$ cat config.mk
export PLATFORM = sky130hd
export DESIGN_NAME = occupancy_grid_loader_query_unit
export DESIGN_NICKNAME = d
export VERILOG_FILES = /design/src/design/oglq_pkg.sv /design/src/design/oglq_ram.sv /design/src/design/occupancy_grid_loader_query_unit.sv
export VERILOG_INCLUDE_DIRS = /design/src /design/src/design
export SDC_FILE = /design/constraint.sdc
export NUM_CORES = 2
export LEC_CHECK = 0
export BUFFER_PORTS_ARGS = -buffer_cell sky130_fd_sc_hd__clkbuf_2
export CAP_MARGIN = 20
export CORE_AREA = 2 2 465 467
export DETAILED_ROUTE_END_ITERATION = 16
export DIE_AREA = 0 0 467 469
export PLACE_DENSITY = 0.58
export SLEW_MARGIN = 20
export SYNTH_ARGS = -nofsm -noshare
export SYNTH_HDL_FRONTEND = slang
export SYNTH_SLANG_ARGS = --single-unit
$ cat constraint.sdc
create_clock -name i_clk -period 10.9 [get_ports i_clk]
set_input_delay 0.545 -clock i_clk [delete_from_list [all_inputs] [get_ports i_clk]]
set_output_delay 0.545 -clock i_clk [all_outputs]
set_load 0.02 [all_outputs]
$ cat src/design/occupancy_grid_loader_query_unit_defines.svh
// Assertion helpers for the occupancy grid loader query unit.
`ifndef OCCUPANCY_GRID_LOADER_QUERY_UNIT_DEFINES_SVH
`define OCCUPANCY_GRID_LOADER_QUERY_UNIT_DEFINES_SVH

// Same-cycle implication, disabled while reset is held.
`define OGLQ_ASSERT_IMP(name, clk, rst_n, ante, cons, msg) \
    name: assert property (@(posedge clk) disable iff (!rst_n) (ante) |-> (cons)) \
        else $error(msg);

// Next-cycle implication, disabled while reset is held.
`define OGLQ_ASSERT_NXT(name, clk, rst_n, ante, cons, msg) \
    name: assert property (@(posedge clk) disable iff (!rst_n) (ante) |=> (cons)) \
        else $error(msg);

`endif

$ cat src/design/oglq_pkg.sv
`timescale 1ns / 1ps

package oglq_pkg;

    // Millimetre coordinate as it arrives on the query ports.
    typedef logic signed [15:0] t_mm;

    // Frame parser phase.
    typedef logic [2:0] t_phase;

    localparam t_phase PH_DATA = 3'd0;
    localparam t_phase PH_DASH = 3'd1;
    localparam t_phase PH_CKHI = 3'd2;
    localparam t_phase PH_CKLO = 3'd3;
    localparam t_phase PH_DONE = 3'd4;

    // Request and result kinds.
    localparam logic OP_CHAR      = 1'b0;
    localparam logic OP_QUERY     = 1'b1;
    localparam logic KIND_QUERY   = 1'b0;
    localparam logic KIND_STATUS  = 1'b1;

    // Playing field size in millimetres.
    localparam int FIELD_X_MM = 3000;
    localparam int FIELD_Y_MM = 2000;

    // Reciprocal scaling: index = (|mm| * M) >> RECIP_SHIFT, exact for |mm| <= 32768.
    localparam int ABS_W       = 17;
    localparam int RECIP_SHIFT = 28;
    localparam int RECIP_W     = 25;
    localparam int PROD_W      = ABS_W + RECIP_W;
    localparam int QUOT_W      = PROD_W - RECIP_SHIFT;

    // ASCII characters of the frame syntax.
    localparam logic [7:0] CH_DASH = 8'h2D;
    localparam logic [7:0] CH_0    = 8'h30;
    localparam logic [7:0] CH_9    = 8'h39;
    localparam logic [7:0] CH_UA   = 8'h41;
    localparam logic [7:0] CH_UF   = 8'h46;
    localparam logic [7:0] CH_LA   = 8'h61;
    localparam logic [7:0] CH_LF   = 8'h66;
    localparam logic [7:0] HEX_TEN = 8'd10;

    function automatic logic hex_ok(input logic [7:0] c);
        return ((c >= CH_0) && (c <= CH_9)) || ((c >= CH_UA) && (c <= CH_UF)) ||
               ((c >= CH_LA) && (c <= CH_LF));
    endfunction

    function automatic logic [3:0] hex_val(input logic [7:0] c);
        logic [7:0] v;
        v = 8'd0;
        if ((c >= CH_0) && (c <= CH_9)) begin
            v = c - CH_0;
        end else if ((c >= CH_UA) && (c <= CH_UF)) begin
            v = c - CH_UA + HEX_TEN;
        end else if ((c >= CH_LA) && (c <= CH_LF)) begin
            v = c - CH_LA + HEX_TEN;
        end
        return v[3:0];
    endfunction

endpackage

$ cat src/design/oglq_ram.sv
`timescale 1ns / 1ps

// Simple dual-port RAM: one write port, one read port with registered data.
module oglq_ram #(
    parameter int WIDTH = 8,
    parameter int DEPTH = 256
) (
    input  logic                     i_clk,
    input  logic                     i_wr_en,
    input  logic [$clog2(DEPTH)-1:0] i_wr_addr,
    input  logic [WIDTH-1:0]         i_wr_data,
    input  logic                     i_rd_en,
    input  logic [$clog2(DEPTH)-1:0] i_rd_addr,
    output logic [WIDTH-1:0]         o_rd_data
);

    logic [WIDTH-1:0] r_mem [DEPTH];
    logic [WIDTH-1:0] r_rd_data;

    always_ff @(posedge i_clk) begin
        if (i_wr_en) begin
            r_mem[i_wr_addr] <= i_wr_data;
        end
        if (i_rd_en) begin
            r_rd_data <= r_mem[i_rd_addr];
        end
    end

    assign o_rd_data = r_rd_data;

endmodule

$ cat src/design/occupancy_grid_loader_query_unit.sv
`timescale 1ns / 1ps

// Occupancy grid loader and query unit. Each request is either one character of a map
// frame (hex pairs for FRAME_BYTES bytes, a dash, two hex checksum digits, the final
// character flagged) or a query of a position in millimetres on a 3000 by 2000 mm field.
// Requests are accepted at one per clock cycle while o_stall is low, and each result
// passes four registers on its way to the outputs: an input register, a parse and
// scaling stage, the map RAM's registered read, and the result register. Only queries
// and frame-ending characters produce a result. Two banks of the map live in one
// byte-wide RAM of 2 * 2^ceil(log2(ceil(CELLS_X * CELLS_Y / 8))) entries; a fill count
// per bank stands in for clearing it, so there is no clearing pass after reset and
// the block is ready on the first cycle.
module occupancy_grid_loader_query_unit #(
    parameter int CELLS_X     = 30,
    parameter int CELLS_Y     = 20,
    parameter int FRAME_BYTES = 75
) (
    input  logic           i_clk,
    input  logic           i_rst_n,
    // Request channel
    input  logic           i_valid,
    output logic           o_stall,
    input  logic           i_op,
    input  logic [7:0]     i_frame_char,
    input  logic           i_frame_last,
    input  oglq_pkg::t_mm  i_query_x,
    input  oglq_pkg::t_mm  i_query_y,
    // Result channel
    output logic           o_valid,
    input  logic           i_stall,
    output logic           o_kind,
    output logic           o_occupied,
    output logic           o_frame_ok
);

    import oglq_pkg::*;

    `include "occupancy_grid_loader_query_unit_defines.svh"

    // Geometry. Each RAM byte holds eight consecutive cells in row-major order.
    localparam int NCELLS = CELLS_X * CELLS_Y;
    localparam int NBYTES = (NCELLS + 7) / 8;
    localparam int BA_W   = (NBYTES > 1) ? $clog2(NBYTES) : 1;
    localparam int CW_F   = $clog2(FRAME_BYTES + 1);
    localparam int CW_N   = $clog2(NBYTES + 1);
    localparam int CW     = (CW_F > CW_N) ? CW_F : CW_N;
    localparam int CLW    = BA_W + 3;
    localparam int GXW    = (CELLS_X > 1) ? $clog2(CELLS_X) : 1;
    localparam int GYW    = (CELLS_Y > 1) ? $clog2(CELLS_Y) : 1;
    localparam int RAM_D  = 2 << BA_W;

    localparam logic [CW-1:0]  FB_C    = CW'(FRAME_BYTES);
    localparam logic [CW-1:0]  NB_C    = CW'(NBYTES);
    // Bytes of an accepted map that really came from the frame; the rest read as free.
    localparam logic [CW-1:0]  FILL_OK = (FRAME_BYTES < NBYTES) ? FB_C : NB_C;
    localparam logic [CLW-1:0] CX_C    = CLW'(CELLS_X);
    localparam logic [QUOT_W-1:0] CX_Q = QUOT_W'(CELLS_X);
    localparam logic [QUOT_W-1:0] CY_Q = QUOT_W'(CELLS_Y);

    // Rounded-up reciprocals of 3000 / CELLS_X and 2000 / CELLS_Y, scaled by 2^RECIP_SHIFT.
    localparam logic [RECIP_W-1:0] MX = RECIP_W'(((64'(CELLS_X) << RECIP_SHIFT) +
                                         64'(FIELD_X_MM) - 64'd1) / 64'(FIELD_X_MM));
    localparam logic [RECIP_W-1:0] MY = RECIP_W'(((64'(CELLS_Y) << RECIP_SHIFT) +
                                         64'(FIELD_Y_MM) - 64'd1) / 64'(FIELD_Y_MM));

    // Input register.
    logic            r_p1_v;
    logic            r_p1_op;
    logic [7:0]      r_p1_char;
    logic            r_p1_last;
    t_mm             r_p1_x;
    t_mm             r_p1_y;

    // Stage 2: scaled cell coordinates or frame status.
    logic            r_p2_v;
    logic            r_p2_kind;
    logic            r_p2_ok;
    logic            r_p2_in;
    logic [GXW-1:0]  r_p2_gx;
    logic [GYW-1:0]  r_p2_gy;

    // Stage 3: RAM read in flight.
    logic            r_p3_v;
    logic            r_p3_kind;
    logic            r_p3_ok;
    logic            r_p3_hit;
    logic [2:0]      r_p3_bit;

    // Result register.
    logic            r_o_v;
    logic            r_o_kind;
    logic            r_o_occ;
    logic            r_o_ok;

    // Pipeline flow control. Every stage moves forward when the stage after it is empty
    // or moving, so bubbles close up and a waiting result blocks new requests only once
    // every stage holds a request.
    logic free_o, free1, free2, free3;
    logic mv1, mv2, mv3;

    assign free_o  = !o_valid || !i_stall;
    assign mv3     = r_p3_v && free_o;
    assign free3   = !r_p3_v || free_o;
    assign mv2     = r_p2_v && free3;
    assign free2   = !r_p2_v || free3;
    assign mv1     = r_p1_v && free2;
    assign free1   = !r_p1_v || free2;
    assign o_stall = !free1;

    // Map and parser state. The shadow bank is always the one that is not live, and its
    // fill count is simply the number of data bytes taken so far in the current frame.
    logic            r_live_bank, n_live_bank;
    logic [CW-1:0]   r_live_fill, n_live_fill;
    t_phase          r_phase, n_phase;
    logic [CW-1:0]   r_char_count, n_char_count;
    logic [3:0]      r_high_nibble, n_high_nibble;
    logic [7:0]      r_xor_sum, n_xor_sum;
    logic            r_format_error, n_format_error;
    logic            r_nib_pending, n_nib_pending;
    logic            r_ck_match, n_ck_match;

    // Frame parser. It runs when a character leaves the input register.
    logic            ch_hex;
    logic [3:0]      ch_val;
    logic [7:0]      data_byte;
    logic            frame_ok;
    logic            wr_en;
    logic [BA_W:0]   wr_addr;

    assign ch_hex    = hex_ok(r_p1_char);
    assign ch_val    = hex_val(r_p1_char);
    assign data_byte = {r_high_nibble, ch_val};
    assign wr_addr   = {~r_live_bank, r_char_count[BA_W-1:0]};

    always_comb begin
        n_live_bank    = r_live_bank;
        n_live_fill    = r_live_fill;
        n_phase        = r_phase;
        n_char_count   = r_char_count;
        n_high_nibble  = r_high_nibble;
        n_xor_sum      = r_xor_sum;
        n_format_error = r_format_error;
        n_nib_pending  = r_nib_pending;
        n_ck_match     = r_ck_match;
        frame_ok       = 1'b0;
        wr_en          = 1'b0;
        if (mv1 && (r_p1_op == OP_CHAR)) begin
            case (r_phase)
                PH_DATA: begin
                    if (!ch_hex) begin
                        n_format_error = 1'b1;
                    end else if (!r_nib_pending) begin
                        n_high_nibble = ch_val;
                        n_nib_pending = 1'b1;
                    end else begin
                        // Byte complete: bytes past the end of the grid are dropped.
                        n_nib_pending = 1'b0;
                        n_xor_sum     = r_xor_sum ^ data_byte;
                        wr_en         = (r_char_count < NB_C);
                        n_char_count  = r_char_count + CW'(1);
                        if ((r_char_count + CW'(1)) >= FB_C) begin
                            n_phase = PH_DASH;
                        end
                    end
                end
                PH_DASH: begin
                    if (r_p1_char == CH_DASH) begin
                        n_phase = PH_CKHI;
                    end else begin
                        n_format_error = 1'b1;
                    end
                end
                PH_CKHI: begin
                    if (!ch_hex) begin
                        n_format_error = 1'b1;
                    end else begin
                        n_high_nibble = ch_val;
                        n_phase       = PH_CKLO;
                    end
                end
                PH_CKLO: begin
                    if (!ch_hex) begin
                        n_format_error = 1'b1;
                    end else begin
                        n_ck_match = (data_byte == r_xor_sum);
                        n_phase    = PH_DONE;
                    end
                end
                default: begin
                    // Anything after the checksum spoils the frame.
                    n_format_error = 1'b1;
                end
            endcase
            if (r_p1_last) begin
                frame_ok = !n_format_error && (n_phase == PH_DONE) && n_ck_match;
                if (frame_ok) begin
                    n_live_bank = ~r_live_bank;
                    n_live_fill = FILL_OK;
                end
                // Start over; the new shadow bank reads empty because its fill is zero.
                n_phase        = PH_DATA;
                n_char_count   = '0;
                n_high_nibble  = '0;
                n_xor_sum      = '0;
                n_format_error = 1'b0;
                n_nib_pending  = 1'b0;
                n_ck_match     = 1'b0;
            end
        end
    end

    // Query scaling. Magnitudes are scaled by a reciprocal multiply; truncation toward
    // zero means a small negative coordinate still lands on index zero.
    logic [ABS_W-1:0]  abs_x, abs_y;
    logic [PROD_W-1:0] prod_x, prod_y;
    logic [QUOT_W-1:0] q_x, q_y;
    logic              in_x, in_y;

    assign abs_x  = r_p1_x[15] ? (ABS_W'(0) - {1'b1, r_p1_x}) : {1'b0, r_p1_x};
    assign abs_y  = r_p1_y[15] ? (ABS_W'(0) - {1'b1, r_p1_y}) : {1'b0, r_p1_y};
    assign prod_x = PROD_W'(abs_x) * PROD_W'(MX);
    assign prod_y = PROD_W'(abs_y) * PROD_W'(MY);
    assign q_x    = prod_x[PROD_W-1:RECIP_SHIFT];
    assign q_y    = prod_y[PROD_W-1:RECIP_SHIFT];
    assign in_x   = (!r_p1_x[15] || (q_x == '0)) && (q_x < CX_Q);
    assign in_y   = (!r_p1_y[15] || (q_y == '0)) && (q_y < CY_Q);

    // Cell address. Queries in stage 2 have already passed every earlier frame end and
    // no later one, so the current live bank and fill are the ones they must see.
    logic [CLW-1:0]  cell_idx;
    logic [BA_W-1:0] byte_idx;
    logic            cell_hit;
    logic [BA_W:0]   rd_addr;
    logic [7:0]      rd_data;

    assign cell_idx = CLW'(r_p2_gy) * CX_C + CLW'(r_p2_gx);
    assign byte_idx = cell_idx[CLW-1:3];
    assign cell_hit = r_p2_in && (CW'(byte_idx) < r_live_fill);
    assign rd_addr  = {r_live_bank, byte_idx};

    oglq_ram #(
        .WIDTH (8),
        .DEPTH (RAM_D)
    ) u_map_ram (
        .i_clk     (i_clk),
        .i_wr_en   (wr_en),
        .i_wr_addr (wr_addr),
        .i_wr_data (data_byte),
        .i_rd_en   (mv2),
        .i_rd_addr (rd_addr),
        .o_rd_data (rd_data)
    );

    // Control state.
    always_ff @(posedge i_clk) begin
        if (!i_rst_n) begin
            r_p1_v         <= 1'b0;
            r_p2_v         <= 1'b0;
            r_p3_v         <= 1'b0;
            r_o_v          <= 1'b0;
            r_live_bank    <= 1'b0;
            r_live_fill    <= '0;
            r_phase        <= PH_DATA;
            r_char_count   <= '0;
            r_high_nibble  <= '0;
            r_xor_sum      <= '0;
            r_format_error <= 1'b0;
            r_nib_pending  <= 1'b0;
            r_ck_match     <= 1'b0;
        end else begin
            if (i_valid && free1) begin
                r_p1_v <= 1'b1;
            end else if (mv1) begin
                r_p1_v <= 1'b0;
            end
            // Characters that do not end a frame leave a bubble behind them.
            if (mv1) begin
                r_p2_v <= (r_p1_op == OP_QUERY) || r_p1_last;
            end else if (mv2) begin
                r_p2_v <= 1'b0;
            end
            if (mv2) begin
                r_p3_v <= 1'b1;
            end else if (mv3) begin
                r_p3_v <= 1'b0;
            end
            if (mv3) begin
                r_o_v <= 1'b1;
            end else if (!i_stall) begin
                r_o_v <= 1'b0;
            end
            r_live_bank    <= n_live_bank;
            r_live_fill    <= n_live_fill;
            r_phase        <= n_phase;
            r_char_count   <= n_char_count;
            r_high_nibble  <= n_high_nibble;
            r_xor_sum      <= n_xor_sum;
            r_format_error <= n_format_error;
            r_nib_pending  <= n_nib_pending;
            r_ck_match     <= n_ck_match;
        end
    end

    // Payload registers.
    always_ff @(posedge i_clk) begin
        if (i_valid && free1) begin
            r_p1_op   <= i_op;
            r_p1_char <= i_frame_char;
            r_p1_last <= i_frame_last;
            r_p1_x    <= i_query_x;
            r_p1_y    <= i_query_y;
        end
        if (mv1) begin
            r_p2_kind <= (r_p1_op == OP_QUERY) ? KIND_QUERY : KIND_STATUS;
            r_p2_ok   <= frame_ok;
            r_p2_in   <= (r_p1_op == OP_QUERY) && in_x && in_y;
            r_p2_gx   <= q_x[GXW-1:0];
            r_p2_gy   <= q_y[GYW-1:0];
        end
        if (mv2) begin
            r_p3_kind <= r_p2_kind;
            r_p3_ok   <= r_p2_ok;
            r_p3_hit  <= cell_hit;
            r_p3_bit  <= cell_idx[2:0];
        end
        if (mv3) begin
            r_o_kind <= r_p3_kind;
            r_o_occ  <= r_p3_hit && rd_data[r_p3_bit];
            r_o_ok   <= r_p3_ok;
        end
    end

    assign o_valid    = r_o_v;
    assign o_kind     = r_o_kind;
    assign o_occupied = r_o_occ;
    assign o_frame_ok = r_o_ok;

    // An accepted map always carries the same fill; anything else means a bad swap.
    `OGLQ_ASSERT_IMP(a_fill_legal, i_clk, i_rst_n, 1'b1,
        (r_live_fill == '0) || (r_live_fill == FILL_OK), "live fill count out of range")
    // Past the data bytes the byte count must stand at the frame length.
    `OGLQ_ASSERT_IMP(a_count_done, i_clk, i_rst_n, r_phase != PH_DATA,
        r_char_count == FB_C, "parser left data phase early")
    // While taking data the byte count stays below the frame length.
    `OGLQ_ASSERT_IMP(a_count_data, i_clk, i_rst_n, r_phase == PH_DATA,
        r_char_count < FB_C, "data byte count overran frame")
    // The banks swap only when a frame-ending character is parsed.
    `OGLQ_ASSERT_NXT(a_swap_on_end, i_clk, i_rst_n,
        !(mv1 && (r_p1_op == OP_CHAR) && r_p1_last),
        r_live_bank == $past(r_live_bank), "bank swapped without frame end")
    // A frame status never reads the map.
    `OGLQ_ASSERT_IMP(a_status_no_hit, i_clk, i_rst_n,
        r_p3_v && (r_p3_kind == KIND_STATUS), !r_p3_hit, "frame status marked as map hit")

endmodule

# After elaboration in Yosys (flattened, before gate mapping)
# Memories as Yosys holds them, arrays and structs flattened. A register that Yosys moved wholly into a read port is not among the register bits.
# Index checks and enable logic that the tools add are counted.
[word_totals]
ff_bits = 95
ramBits = 2048
in_bits = 46
output_inout_bits = 5
mem_count = 1
[classes]
n_addsub = 9
mul = 3
order_cmp = 12
eq_ne = 10
n_mux = 57
bitwise_logic = 3
n_reduce_logical = 50
[memory_table]
columns = ["name", "words", "word_bits", "rd", "rd_ports_with_merged_regs", "wr", "line", "text"]
rows = [
  ["u_map_ram.r_mem", 256, 8, 1, 1, 1, "oglq_ram.sv:17", "logic [WIDTH-1:0] r_mem [DEPTH];"],
]
[ops]
columns = ["cell", "n"]
rows = [
  ["$mul A17 B22 Y39 const B", 2],
  ["$mux W17", 2],
  ["$sub A1 B17 Y17 const A", 2],
  ["$mux W8", 4],
  ["$logic_not A14 Y1", 2],
  ["$mux W1", 28],
  ["$mux W4", 7],
  ["$mux W7", 4],
  ["$mux W3", 8],
  ["$lt A11 B5 Y1 const B", 2],
  ["$ge A8 B7 Y1 const B", 2],
  ["$le A8 B7 Y1 const B", 2],
  ["$logic_and A1 B1 Y1", 16],
  ["$pmux W3 S4", 1],
  ["$reduce_bool A2 Y1", 6],
  ["$sub A4 B1 Y4 const B", 3],
  ["$add A10 B5 Y10", 1],
  ["$logic_not A1 Y1", 9],
  ["$logic_or A1 B1 Y1", 9],
  ["$mul A5 B4 Y9 const B", 1],
  ["$ne A3 B3 Y1 const B", 3],
  ["$add A4 B4 Y4 const B", 2],
  ["$eq A8 B6 Y1 const B", 1],
  ["$eq A8 B8 Y1", 1],
  ["other kinds (23)", 26],
]

# Depth between registers and ports, before layout
[logic_depth]
word_depth = 11
ltp_mapped = 30
ltp_nobuf = 30

# Modules after synthesis
# Synthesis repeated with hierarchy kept, for this count alone.
[unflattened]
hier_cells = 5502
hier_area_um2 = 96984.3
[by_module_without_submodules]
columns = ["mod", "n_inst", "cells_each", "area_each_um2"]
rows = [
  ["oglq_ram", 1, 3733, 79636.4],
  ["occupancy_grid_loader_query_unit", 1, 1769, 17347.9],
]

# Worst setup path after synthesis
# No wires, ideal clock.
[synth_path]
kind = "register to register"
from = "register r_p1_x[0]"
to = "register r_p2_in (data pin)"
arrival_time_ps = 7536
required_time_ps = 10724
setup_slack_ps = 3187
stages_incl_launch_ff = 28
path_buffers = 0
period_less_slack_ps = 7713
cell_sequence = "edfxtp_1 > inv_1 > nand4b_1 > or2_2 > or3_1 > or4b_2 > inv_1 > fa_1 > xnor2_1 > ha_1 > nand2b_1 > fa_1 > fa_1 > fa_1 > inv_1 > fa_1 > inv_1 > ha_1 > nand3_1 > a21oi_1 > nor2_1 > o21ai_0 > o32ai_1 > inv_1 > or3_1 > a221o_1 > a2111o_1 > nor4_1"
[synth_between]
elab_chain_cells = 8
elab_cells_between_ends = 9
cone_classes = "add/sub: 1; mul: 1; order compare: 1; mux: 1; reduce/logical: 5"
[synth_lines]
columns = ["item", "line", "text"]
rows = [
  ["start, declared", "occupancy_grid_loader_query_unit.sv:71", "t_mm r_p1_x;"],
  ["start signal, assigned", "occupancy_grid_loader_query_unit.sv:310", "r_p1_x <= i_query_x;"],
  ["$sub A1 B17 Y17", "occupancy_grid_loader_query_unit.sv:219", "assign abs_x = r_p1_x[15] ? (ABS_W'(0) - {1'b1, r_p1_x}) : {1'b0, r_p1_x};"],
  ["$mux W17 *", "occupancy_grid_loader_query_unit.sv:219", ""],
  ["$mul A17 B22 Y39 *", "occupancy_grid_loader_query_unit.sv:221", "assign prod_x = PROD_W'(abs_x) * PROD_W'(MX);"],
  ["parallel branches: the longest is 2 deep, another holds $lt A11 B5 Y1", "--", ""],
  ["$logic_and A1 B1 Y1 *", "occupancy_grid_loader_query_unit.sv:225", "assign in_x = (!r_p1_x[15] || (q_x == '0)) && (q_x < CX_Q);"],
  ["$logic_and A1 B1 Y1 * (2 in series)", "occupancy_grid_loader_query_unit.sv:316", "r_p2_in <= (r_p1_op == OP_QUERY) && in_x && in_y;"],
  ["end signal, assigned", "occupancy_grid_loader_query_unit.sv:316", ""],
  ["end, declared", "occupancy_grid_loader_query_unit.sv:78", "logic r_p2_in;"],
]
# Every way passes the cells marked *.
# A chain may end at the register's enable or synchronous reset.

# Final worst setup path
# Same ends and word-level chain as after synthesis.

==> metrics.md <==
| Metric | Value |
|---|---|
| Status | `finished clean` |
| CP arrival | `approximately 9200 ps` |
| Drt first pass iters | `6` |
| Worst Hold Class | `input port to register` |
| Setup TNS | `0 ps` |
| Die height | `approximately 470 um` |
| Synthesized cell area | `around 0.096 mm^2` |
| Rows | `between 150 and 200` |
| CTS buffer count | `between 200 and 250` |
| CTS sink count | `2151` |
| Area growth syn-to-layout | `15.0%` |
| Slew headroom | `19.9%` |
| Synthesized instance count | `5054` |
| Min cycle time layout | `around 8500 ps` |
| Initial cell density of the core | `between 40% and 50%` |
| Fin util | `between 50% and 60%` |
| Worst Setup Path Type | `register to register` |
| Worst-path fanout max | `8` |
| Port-buffer cells | `50` |
| Seq cells post-synth | `approximately 2200` |
| Layout cells sized above 1 | `between 10% and 20%` |
| H-tree depth | `4` |
| CTS clk-pin slew, worst paths | `roughly 60 ps` |
| Die area | `roughly 0.22 mm^2` |
| Worst skew pair latency | `870 ps` |
| Mean routed wirelength per cell | `~23 um` |
| Max stage delay cell, worst path | `fa_1` |
| Slew @ Worst Pin | `approximately 1200 ps` |
| Reg2Reg Launch Point | `r_p1_x[0]` |
| Final ANT Viol Nets | `0` |
| Top-area cell type share of the netlist area | `approximately two thirds` |
| Multi-input logic area | `approximately 0.032 mm^2` |
| CP delay by family, top | `adder cells` |
| HPWL Detailed | `134000 um` |
| Post-synth EDFFs | `approximately 2100` |
| Global-route wire length before repair | `approximately 320000 um` |
| Sequential-to-total area share from yosys stat | `roughly 67%` |
| Final instance area | `about 0.11 mm^2` |
| Final slew viol count | `0` |
| Final period util | `78.4%` |
| Final #Nets | `approximately 6700` |
| Hold_sp | `i_rst_n` |
| Max cap viols | `0` |
| Sequential Area | `between 0.06 and 0.07 mm^2` |
| Remaining global-route overflow | `0` |
| Cell taking the most area after synthesis | `edfxtp_1` |
| Worst setup EP type | `register` |
| CP required | `roughly 12000 ps` |
| Dpl cell area | `between 0.1 and 0.15 mm^2` |
| Ys flop type | `edfxtp_1` |
| GRT Total Usage | `between 10% and 20%` |
| Core box area | `roughly 0.21 mm^2` |
| Top Ports | `51` |
| Die W | `between 400 and 500 um` |
| Vias per inst | `approximately 5.3` |
| Largest net degree at the start of global routing | `223` |
| Critical Path Source Type | `register` |
| Vias in the first global route | `50000` |
| Post-synth ARST share | `0%` |
| Top cells by count, synth | `edfxtp_1 (2120), mux4_2 (613), inv_1 (412)` |
| Final setup fails | `0` |
| Clk buf depth | `3` |
| Fin. Hold Viols | `0` |
| Non-filler cells, final | `roughly 9100` |
| DR iter-0 viols | `4105` |
| Vias | `47900` |
| Placed insts | `8659` |
| TritonCTS clock tree | `built` |
| Synth top area cells | `edfxtp_1 (66%), mux4_2 (14%), fa_1 (5.0%)` |
| Netlist cell types | `85` |
| CP startpoint | `r_p1_x[0]` |
| Initial antenna violation count | `2` |
| Slowest stage delay, CP | `between 500 and 600 ps` |
| RSZ-0062 raised after global routing | `no` |
| WL final | `~210000 um` |
| Syn_area_per_cell | `roughly 19 um^2` |
| Final Skew | `58.3 ps` |
| Root Buffer | `clkbuf_16` |
| Top-count cell post-synth | `edfxtp_1` |
| Routability cong. | `between 0.8 and 0.9` |
| Max Clock Freq | `117 MHz` |
| DRC | `0` |
| Crit path buffers/inverters | `5` |
| Fill count | `17600` |
| Setup bufs post-CTS | `0` |
| Synth warnings | `0` |
cell type report:
class	count	share of cell area [%]
Inverter	415	1.43
Antenna cell	1	0.00227
Tap cell	2838	3.22
Timing Repair Buffer	171	1.35
Multi-Input combinational cell	3128	29.4
Sequential cell	2151	58.2
Clock buffer	289	5.36
Clock inverter	121	1.01
sequential cells by signal, summed over array words and instances (netlist names), 3 cells and up:
signal	flops
u_map_ram.o_rd_data	8
r_p3_bit	3
r_phase	3
r_p1_char	8
r_p2_gy	5
u_map_ram.r_mem	2048
r_p1_y	16
r_xor_sum	8
r_p1_x	16
r_high_nibble	4
r_p2_gx	5
r_char_count	7
through the flow:
| step | worst slack, ps | hold WS (ps) |
|---|---|---|
| 3_5_place_dp | 2330 | 424 |
| 6_report | 2350 | 299 |
| 3_3_place_gp | 2510 | 408 |
| 5_1_grt | 1690 | 299 |
| 4_1_cts | 2240 | 222 |
| 2_1_floorplan | 3190 | 400 |
metal layers:
| metal | global-route usage (%) | share of wire [%] |
|---|---|---|
| met1 | 27.5 | 43 |
| met3 | 3.07 | 5.1 |
| met2 | 32.8 | 50 |
| met5 | 0 | 0 |
| met4 | 4.56 | 1.9 |
what timing repair did:
item / CTS / global route
endpoints found under the hold margin: 44 / 0
hold buffers: 44 / 0
resized for setup: 0 / 0
worst paths after layout:
| path | to | slack, ps | cells past startpoint |
|---|---|---|---|
| max | r_p2_in | 2350 | 29 |
| min | r_p1_v | 300 | 2 |
| max reg2reg | r_p2_in | 2350 | 29 |
| min reg2reg | o_kind | 440 | 0 |
placed cells by master, fill, tap and decap left out, types with 9 or more instances in the layout:
cell / netlist / layout
mux2i_1: 35 / 35
a21o_1: 12 / 12
a22oi_1: 9 / 9
buf_4: 25 / 60
o21ai_0: 61 / 59
clkinv_1: 2 / 55
inv_6: 0 / 10
fa_1: 240 / 240
nor3_1: 26 / 26
nand2b_1: 10 / 10
inv_1: 412 / 408
a21oi_1: 83 / 83
edfxtp_1: 2120 / 2120
nand3_1: 55 / 55
clkbuf_16: 0 / 225
buf_12: 0 / 14
nor2_1: 211 / 211
o21a_1: 10 / 10
dfxtp_1: 31 / 27
o211ai_1: 11 / 11
a211oi_1: 31 / 31
mux4_2: 613 / 613
a31oi_1: 28 / 28
bufinv_16: 0 / 12
clkbuf_1: 66 / 59
clkinv_2: 0 / 28
nor2b_1: 46 / 44
o31ai_1: 13 / 13
nand4_1: 15 / 15
nand2_1: 202 / 202
conb_1: 2 / 844
xor2_1: 14 / 10
and3_1: 10 / 10
dlygate4sd3_1: 0 / 44
clkbuf_2: 0 / 50
xnor2_1: 50 / 47
or3_1: 9 / 9
and2_1: 15 / 15
ha_1: 346 / 346
logic make-up (layout without fill, tap and decap cells):
logic type	after synthesis	count (layout)	synth area share, %
other	2	845	0.00782
AO/OA/AOI/OAI	337	337	2.34
XOR/XNOR	66	66	0.624
adder cells (fa/ha/maj)	586	586	9.52
multiplexers	656	656	14.8
AND/OR/NAND/NOR	639	639	3.05
buffers and inverters	617	996	2.65
flip-flops	2151	2151	67.0
Power is left out: the tool's default activity adds up to more than one toggle a clock period on the data nets, which glitch-free logic cannot reach.
